File: src/sfp_pkg.sv
package sfp_pkg;

  localparam int SFP_FIELD_CHARS = 6;
  localparam int TEXT_W          = 48;
  localparam int POINT_W         = 4;
  localparam int SUM_W           = 7;

  localparam logic [7:0] CHAR_STX   = 8'h02;
  localparam logic [7:0] CHAR_SPACE = 8'h20;
  localparam logic [7:0] CHAR_ZERO  = 8'h30;
  localparam logic [7:0] CHAR_CR    = 8'h0D;

  localparam logic [7:0] STAT_A_POINT_MASK = 8'b0000_0111;
  localparam logic [7:0] STAT_B_ERR_MASK   = 8'b0000_0110;
  localparam logic [7:0] STAT_B_NET_MASK   = 8'b0000_0001;
  localparam logic [7:0] STAT_B_KG_MASK    = 8'b0001_0000;

  localparam logic [POINT_W-1:0] POINT_BASE = 4'd8;

endpackage

File: src/sfp_if.sv
interface sfp_in_if import sfp_pkg::*; ();
  logic       valid;
  logic       ready;
  logic [7:0] rx_byte;

  modport source (output valid, output rx_byte, input ready);
  modport sink   (input valid, input rx_byte, output ready);
endinterface

interface sfp_out_if import sfp_pkg::*; ();
  logic               valid;
  logic               ready;
  logic [TEXT_W-1:0]  weight_text;
  logic [TEXT_W-1:0]  tare_text;
  logic [POINT_W-1:0] point_position;
  logic               unit_kg;
  logic               net_flag;
  logic               checksum_ok;
  logic               weight_changed;
  logic               tare_changed;
  logic               unit_changed;
  logic               net_changed;

  modport source (
    output valid, output weight_text, output tare_text, output point_position,
    output unit_kg, output net_flag, output checksum_ok, output weight_changed,
    output tare_changed, output unit_changed, output net_changed, input ready
  );
  modport sink (
    input valid, input weight_text, input tare_text, input point_position,
    input unit_kg, input net_flag, input checksum_ok, input weight_changed,
    input tare_changed, input unit_changed, input net_changed, output ready
  );
endinterface

File: src/scale_frame_parser.sv
// Continuous-output scale frame decoder. Takes one serial byte per word on in_rx and
// ignores bytes until STX; then reads status A, B, C, FIELD_CHARS weight and FIELD_CHARS
// tare characters (space stored as '0'), CR and a checksum byte. On the checksum byte one
// result word appears on out_res the next cycle, with checksum_ok set when the 7-bit sum
// of all frame bytes is zero and changed flags against the last good frame. A status B
// error (bit 1 or 2) or a missing CR drops the frame silently. A byte can be accepted each
// cycle; only a checksum byte waits, and only while the single result register still holds
// a word the sink has not taken.
module scale_frame_parser import sfp_pkg::*; #(
  parameter int FIELD_CHARS = SFP_FIELD_CHARS
) (
  input  logic      clk,
  input  logic      rst_n,
  sfp_in_if.sink    in_rx,
  sfp_out_if.source out_res
);

  localparam int CNT_W = (FIELD_CHARS > 1) ? $clog2(FIELD_CHARS) : 1;

  typedef enum logic [2:0] {
    PH_WAIT, PH_STAT_A, PH_STAT_B, PH_STAT_C, PH_WEIGHT, PH_TARE, PH_CR, PH_CHECK
  } phase_t;

  phase_t             phase_r;
  logic [CNT_W-1:0]   cnt_r;
  logic [SUM_W-1:0]   sum_r;
  logic [POINT_W-1:0] point_r;
  logic               unit_r;
  logic               net_r;
  logic [TEXT_W-1:0]  wbuf_r;
  logic [TEXT_W-1:0]  tbuf_r;
  logic [TEXT_W-1:0]  pub_weight_r;
  logic [TEXT_W-1:0]  pub_tare_r;
  logic               pub_unit_r;
  logic               pub_net_r;
  logic               pub_valid_r;

  logic               out_valid_r;
  logic               out_valid_nxt;
  logic [TEXT_W-1:0]  out_weight_r;
  logic [TEXT_W-1:0]  out_tare_r;
  logic [POINT_W-1:0] out_point_r;
  logic               out_unit_r;
  logic               out_net_r;
  logic               out_ok_r;
  logic               out_wc_r;
  logic               out_tc_r;
  logic               out_uc_r;
  logic               out_nc_r;

  logic               in_fire;
  logic               out_free;
  logic [7:0]         b;
  logic [SUM_W-1:0]   sum_nxt;
  logic [7:0]         char_nxt;
  logic [CNT_W:0]     cnt_inc;
  logic               field_done;
  logic               sum_ok;
  logic               fresh;

  assign out_free    = !out_valid_r || out_res.ready;
  assign in_rx.ready = out_free || (phase_r != PH_CHECK);
  assign in_fire     = in_rx.valid && in_rx.ready;
  assign b           = in_rx.rx_byte;

  assign out_valid_nxt = (in_fire && (phase_r == PH_CHECK)) ||
                         (out_valid_r && !out_res.ready);

  assign sum_nxt    = sum_r + b[SUM_W-1:0];
  assign char_nxt   = (b == CHAR_SPACE) ? CHAR_ZERO : b;
  assign cnt_inc    = {1'b0, cnt_r} + (CNT_W+1)'(1);
  assign field_done = (cnt_inc >= (CNT_W+1)'(FIELD_CHARS));
  assign sum_ok     = (sum_nxt == '0);
  assign fresh      = !pub_valid_r;

  always_ff @(posedge clk) begin
    if (!rst_n) begin
      phase_r     <= PH_WAIT;
      cnt_r       <= '0;
      sum_r       <= '0;
      pub_valid_r <= 1'b0;
      out_valid_r <= 1'b0;
    end else begin
      out_valid_r <= out_valid_nxt;
      if (in_fire) begin
        unique case (phase_r)
          PH_WAIT: begin
            if (b == CHAR_STX) begin
              sum_r   <= b[SUM_W-1:0];
              cnt_r   <= '0;
              unit_r  <= 1'b0;
              net_r   <= 1'b0;
              wbuf_r  <= '0;
              tbuf_r  <= '0;
              phase_r <= PH_STAT_A;
            end
          end
          PH_STAT_A: begin
            sum_r   <= sum_nxt;
            point_r <= POINT_BASE - POINT_W'(b & STAT_A_POINT_MASK);
            phase_r <= PH_STAT_B;
          end
          PH_STAT_B: begin
            sum_r <= sum_nxt;
            if ((b & STAT_B_ERR_MASK) != '0) begin
              phase_r <= PH_WAIT;
            end else begin
              net_r   <= |(b & STAT_B_NET_MASK);
              unit_r  <= |(b & STAT_B_KG_MASK);
              phase_r <= PH_STAT_C;
            end
          end
          PH_STAT_C: begin
            sum_r   <= sum_nxt;
            cnt_r   <= '0;
            phase_r <= PH_WEIGHT;
          end
          PH_WEIGHT: begin
            sum_r  <= sum_nxt;
            wbuf_r <= {wbuf_r[TEXT_W-9:0], char_nxt};
            if (field_done) begin
              cnt_r   <= '0;
              phase_r <= PH_TARE;
            end else begin
              cnt_r <= cnt_inc[CNT_W-1:0];
            end
          end
          PH_TARE: begin
            sum_r  <= sum_nxt;
            tbuf_r <= {tbuf_r[TEXT_W-9:0], char_nxt};
            if (field_done) begin
              cnt_r   <= '0;
              phase_r <= PH_CR;
            end else begin
              cnt_r <= cnt_inc[CNT_W-1:0];
            end
          end
          PH_CR: begin
            sum_r   <= sum_nxt;
            phase_r <= (b == CHAR_CR) ? PH_CHECK : PH_WAIT;
          end
          PH_CHECK: begin
            sum_r        <= sum_nxt;
            phase_r      <= PH_WAIT;
            out_weight_r <= wbuf_r;
            out_tare_r   <= tbuf_r;
            out_point_r  <= point_r;
            out_unit_r   <= unit_r;
            out_net_r    <= net_r;
            out_ok_r     <= sum_ok;
            out_wc_r     <= sum_ok && (fresh || (wbuf_r != pub_weight_r));
            out_tc_r     <= sum_ok && (fresh || (tbuf_r != pub_tare_r));
            out_uc_r     <= sum_ok && (fresh || (unit_r != pub_unit_r));
            out_nc_r     <= sum_ok && (fresh || (net_r != pub_net_r));
            if (sum_ok) begin
              pub_weight_r <= wbuf_r;
              pub_tare_r   <= tbuf_r;
              pub_unit_r   <= unit_r;
              pub_net_r    <= net_r;
              pub_valid_r  <= 1'b1;
            end
          end
          default: begin
            phase_r <= PH_WAIT;
          end
        endcase
      end
    end
  end

  assign out_res.valid          = out_valid_r;
  assign out_res.weight_text    = out_weight_r;
  assign out_res.tare_text      = out_tare_r;
  assign out_res.point_position = out_point_r;
  assign out_res.unit_kg        = out_unit_r;
  assign out_res.net_flag       = out_net_r;
  assign out_res.checksum_ok    = out_ok_r;
  assign out_res.weight_changed = out_wc_r;
  assign out_res.tare_changed   = out_tc_r;
  assign out_res.unit_changed   = out_uc_r;
  assign out_res.net_changed    = out_nc_r;

`ifndef SYNTHESIS
  a_check_emits: assert property (@(posedge clk) disable iff (!rst_n)
    (in_fire && (phase_r == PH_CHECK)) |=> out_valid_r)
    else $error("checksum word did not produce a result");

  a_changed_needs_ok: assert property (@(posedge clk) disable iff (!rst_n)
    (out_valid_r && (out_wc_r || out_tc_r || out_uc_r || out_nc_r)) |-> out_ok_r)
    else $error("changed flag set on a bad frame");

  a_publish: assert property (@(posedge clk) disable iff (!rst_n)
    (in_fire && (phase_r == PH_CHECK) && sum_ok) |=> pub_valid_r)
    else $error("good frame not published");

  a_cnt_range: assert property (@(posedge clk) disable iff (!rst_n)
    ({1'b0, cnt_r} < (CNT_W+1)'(FIELD_CHARS)))
    else $error("character count out of range");

  a_hold_check: assert property (@(posedge clk) disable iff (!rst_n)
    (out_valid_r && !out_res.ready && (phase_r == PH_CHECK)) |-> !in_rx.ready)
    else $error("checksum word taken while result stalled");
`endif

endmodule

File: src/flat_wrapper.sv
// flat-port wrapper written by rule: the top's interface ports become plain ports
module scale_frame_parser_flat import sfp_pkg::*;
#(
  parameter int FIELD_CHARS = SFP_FIELD_CHARS
)
  (clk, rst_n, in_rx_valid, in_rx_rx_byte, in_rx_ready, out_res_valid, out_res_weight_text, out_res_tare_text, out_res_point_position, out_res_unit_kg, out_res_net_flag, out_res_checksum_ok, out_res_weight_changed, out_res_tare_changed, out_res_unit_changed, out_res_net_changed, out_res_ready);
  sfp_in_if in_rx_i ();
  sfp_out_if out_res_i ();
  input  logic clk;
  input  logic rst_n;
  input wire logic [$bits(in_rx_i.valid)-1:0] in_rx_valid;
  input wire logic [$bits(in_rx_i.rx_byte)-1:0] in_rx_rx_byte;
  output wire logic [$bits(in_rx_i.ready)-1:0] in_rx_ready;
  output wire logic [$bits(out_res_i.valid)-1:0] out_res_valid;
  output wire logic [$bits(out_res_i.weight_text)-1:0] out_res_weight_text;
  output wire logic [$bits(out_res_i.tare_text)-1:0] out_res_tare_text;
  output wire logic [$bits(out_res_i.point_position)-1:0] out_res_point_position;
  output wire logic [$bits(out_res_i.unit_kg)-1:0] out_res_unit_kg;
  output wire logic [$bits(out_res_i.net_flag)-1:0] out_res_net_flag;
  output wire logic [$bits(out_res_i.checksum_ok)-1:0] out_res_checksum_ok;
  output wire logic [$bits(out_res_i.weight_changed)-1:0] out_res_weight_changed;
  output wire logic [$bits(out_res_i.tare_changed)-1:0] out_res_tare_changed;
  output wire logic [$bits(out_res_i.unit_changed)-1:0] out_res_unit_changed;
  output wire logic [$bits(out_res_i.net_changed)-1:0] out_res_net_changed;
  input wire logic [$bits(out_res_i.ready)-1:0] out_res_ready;
  assign in_rx_i.valid = in_rx_valid;
  assign in_rx_i.rx_byte = in_rx_rx_byte;
  assign in_rx_ready = in_rx_i.ready;
  assign out_res_valid = out_res_i.valid;
  assign out_res_weight_text = out_res_i.weight_text;
  assign out_res_tare_text = out_res_i.tare_text;
  assign out_res_point_position = out_res_i.point_position;
  assign out_res_unit_kg = out_res_i.unit_kg;
  assign out_res_net_flag = out_res_i.net_flag;
  assign out_res_checksum_ok = out_res_i.checksum_ok;
  assign out_res_weight_changed = out_res_i.weight_changed;
  assign out_res_tare_changed = out_res_i.tare_changed;
  assign out_res_unit_changed = out_res_i.unit_changed;
  assign out_res_net_changed = out_res_i.net_changed;
  assign out_res_i.ready = out_res_ready;
  scale_frame_parser #(.FIELD_CHARS(FIELD_CHARS)) u_core (.clk(clk), .rst_n(rst_n), .in_rx(in_rx_i), .out_res(out_res_i));
endmodule
File: config.mk
export PLATFORM = sky130hd
export DESIGN_NAME = scale_frame_parser_flat
export DESIGN_NICKNAME = d
export VERILOG_FILES = /design/src/sfp_pkg.sv /design/src/sfp_if.sv /design/src/scale_frame_parser.sv /design/src/flat_wrapper.sv
export SDC_FILE = /design/constraint.sdc
export NUM_CORES = 1
export LEC_CHECK = 0
export BUFFER_PORTS_ARGS = -buffer_cell sky130_fd_sc_hd__buf_2
export CORE_ASPECT_RATIO = 1.25
export CORE_UTILIZATION = 50
export CTS_BUF_LIST = sky130_fd_sc_hd__clkbuf_8
export DETAILED_ROUTE_END_ITERATION = 16
export HOLD_SLACK_MARGIN = 0.12
export PLACE_DENSITY_LB_ADDON = 0.1
export SLEW_MARGIN = 25
export SYNTH_ARGS = -nofsm -noshare
export SYNTH_HDL_FRONTEND = slang
export SYNTH_SLANG_ARGS = --single-unit
File: constraint.sdc
create_clock -name clk -period 13.8 [get_ports clk]
set_input_delay 2.07 -clock clk [delete_from_list [all_inputs] [get_ports clk]]
set_output_delay 2.07 -clock clk [all_outputs]
set_load 0.05 [all_outputs]
==> flow_summary.yaml <==
sta:
  finalSetupViolCount: 0
  min_period_ns: 5.169
  rsz0062_at_grt: "no"
  finalCritPeriodShare: 0.3746
  slew_viol_final: 0
  hold_violations: 0
  fmax_mhz: 193.4
  tns_ns: 0
  slew_headroom: 0.3320
  tightest_slew_ns: 1.002
  skew_ns: 0.01745
  finalWorstSetupSlack_ns: 8.631
die:
  start_util: 0.5142
  num_rows: 63
  dieArea_mm2: 0.02520
  ios: 121
  die_w_um: 142.2
  chipHeight_um: 177.2
  core_area_mm2: 0.02388
clock_tree:
  clk_latency_ns: 0.55
  cts_sinks: 322
  clk_path_buf_depth: 3
  cts_made_buffers: 48
  cts_root_buffer: "clkbuf_8"
  cts_setup_buffers: 0
  postCtsHoldBufs: 0
  path_clk_slew_ns: 0.06
  htreeDepth: 2
  cts_resized: 0
  cts_tree: "done"
setup_path:
  cp-end-kind: "flip-flop"
  worstPathRequired_ns: 13.98
  crit_type: "primary input to flip-flop"
  cp_data_arrival_time_ns: 5.34
  path_max_fanout: 50
  cp-start-kind: "primary input"
finish:
  area_delta_synth_final_pct: 15.24
  final_common_cell: "edfxtp_1"
  antenna_cells: 0
  drive_gt1_frac: 0.2179
  postLayoutCellArea_mm2: 0.01415
  nets: 903
  final_cell_mix: "edfxtp_1 (307), buf_2 (120), xor2_1 (74)"
run_status:
  status: "finished, final reports clean"
synth:
  syn_inst: 724
  yosys_warnings: 0
  ys_seq_area_frac: 0.7751
  synthArstFlopShare: 0
  yosysUniqueCellTypes: 55
  synth_seq_cells: 322
  syn_area_per_cell_um2: 16.96
  synth-main-ff-cell: "edfxtp_1"
  synth_area_mm2: 0.01228
  synth_edf_count: 307
  syn_nets: 748
flow_run:
  maxCapViolCount: 0
route:
  drc_errors: 0
  drtPass1Iterations: 5
  drt-vias-per-instance: 5.266
  drtIter0Drc: 406
  detail_route.wirelength_um: 23910
  wl_per_cell_um: 19.23
  antenna_left: 0
  vias: 6546
global_route:
  groute.usage.overall: 0.1962
  grt_first_pass_wirelength_um: 37270
  grt_pass1_vias: 6721
  grt_antenna_before_repair: 0
  grt_overflow_total: 0
  grt_max_degree: 78
pwr:
  leakage_nw: 5.147
  p_total_mw: 1.762
  vdd_ir_drop_max_v: 0.00005982
  power.density_mw_per_mm2: 124.5
place:
  pre_cts_slack_ns: 8.035
  place_area_mm2: 0.01327
  place_congestion: 0.9341
  io_buffer_count: 120
  dp_hpwl_um: 15420
min_path:
  hp-class: "flip-flop to flip-flop"
[final timing paths]
| check | end | slack (ns) | start | depth (start not counted) |
|---|---|---|---|---|
| setup / recovery | u_core.pub_weight_r[11]$_DFFE_PP_ | 8.63 | in_rx_rx_byte[0] | 9 |
| hold / removal | u_core.out_res.point_position[2]$_DFFE_PP_ | 0.42 | u_core.point_r[2]$_DFFE_PP_ | 0 |
| setup reg to reg | u_core.pub_weight_r[11]$_DFFE_PP_ | 10.00 | u_core.sum_r[0]$_SDFFE_PN0P_ | 8 |
| hold reg to reg | u_core.out_res.point_position[2]$_DFFE_PP_ | 0.42 | u_core.point_r[2]$_DFFE_PP_ | 0 |
[kinds of logic after synthesis]
family / synth area share
fa+ha+maj: 0.01284
mux: 0.001834
buf+inv: 0.01151
compound gates: 0.02730
simple gates: 0.09800
xor+xnor: 0.07345
flops: 0.7751
[Yosys cell counts (2+ instances only)]
library cell,number,area share
o21a_1,2,0.0012
and3_1,45,0.023
or3_1,3,0.0015
nor2_1,26,0.0079
o211ai_1,3,0.0018
nor2b_1,3,0.0015
and2_1,45,0.023
inv_1,9,0.0028
clkbuf_1,15,0.0046
o21ai_0,9,0.0037
a211oi_1,5,0.0031
nor3_1,4,0.0016
nand2b_1,3,0.0015
a21oi_1,11,0.0045
dfxtp_1,15,0.024
nand3_1,13,0.0053
nor3b_1,2,0.0012
or4_1,2,0.0012
o31ai_1,2,0.0012
ha_1,11,0.011
xnor2_1,29,0.021
xor2_1,74,0.053
nand2_1,18,0.0055
edfxtp_1,307,0.75
a21o_1,2,0.0012
mux2_2,2,0.0018
nor4_1,22,0.011
a211o_1,2,0.0014
and3_2,2,0.0012
buf_2,3,0.0012
nand4_1,10,0.0051
and2b_1,2,0.0012
[report_power, final]
group	internal, mW	switching (mW)	leakage, nW	total (mW)
logic	0.00486	0.00981	1.74	0.0147
registers	1.05	0.000317	2.90	1.05
clock network	0.350	0.344	0.508	0.693
[critical path, cell delays in order]
cell	delay, ns
buf_2	0.14
ha_1	0.25
fa_1	0.45
a211o_1	0.32
a21o_1	0.20
a221o_1	0.38
nor4_2	0.26
buf_4	0.58
buf_4	0.64
[sequential cells by signal (all words and copies together) (netlist names), 7 cells and up]
signal,cells
u_core.out_res.tare_text,48
u_core.out_res.weight_text,48
u_core.pub_tare_r,48
u_core.pub_weight_r,48
u_core.sum_r,7
u_core.tbuf_r,48
u_core.wbuf_r,48
[layout make-up]
type / count / area, um^2
sequential: 322 / 9520
inverter: 10 / 40.04
timing repair buffer: 126 / 658.1
multi-input combinational: 371 / 2661
clock buffer: 49 / 674.4
tap: 325 / 406.6
fill: 1858 / 9731
clock inverter: 40 / 192.7
[stage by stage]
step                utilization  std cells  hold slack [ns]
floorplan                     -        724           0.4003
global placement         0.5555       1153           0.4092
detailed placement       0.5555       1153           0.4045
CTS                      0.5918       1242           0.4221
global route             0.5926       1243           0.4301
finish                   0.5926       1243           0.4224
[metal layers]
| metal | vias to the layer above | global-route usage | routed length [um] |
|---|---|---|---|
| li1 | 3043 | - | - |
| met3 | 55 | 0.04167 | 1237 |
| met1 | 3250 | 0.2486 | 9928 |
| met2 | 198 | 0.3246 | 11900 |
| met5 | - | 0 | 0 |
| met4 | 0 | 0.08826 | 844 |
No activity file was read; power rests on OpenSTA's default activity.
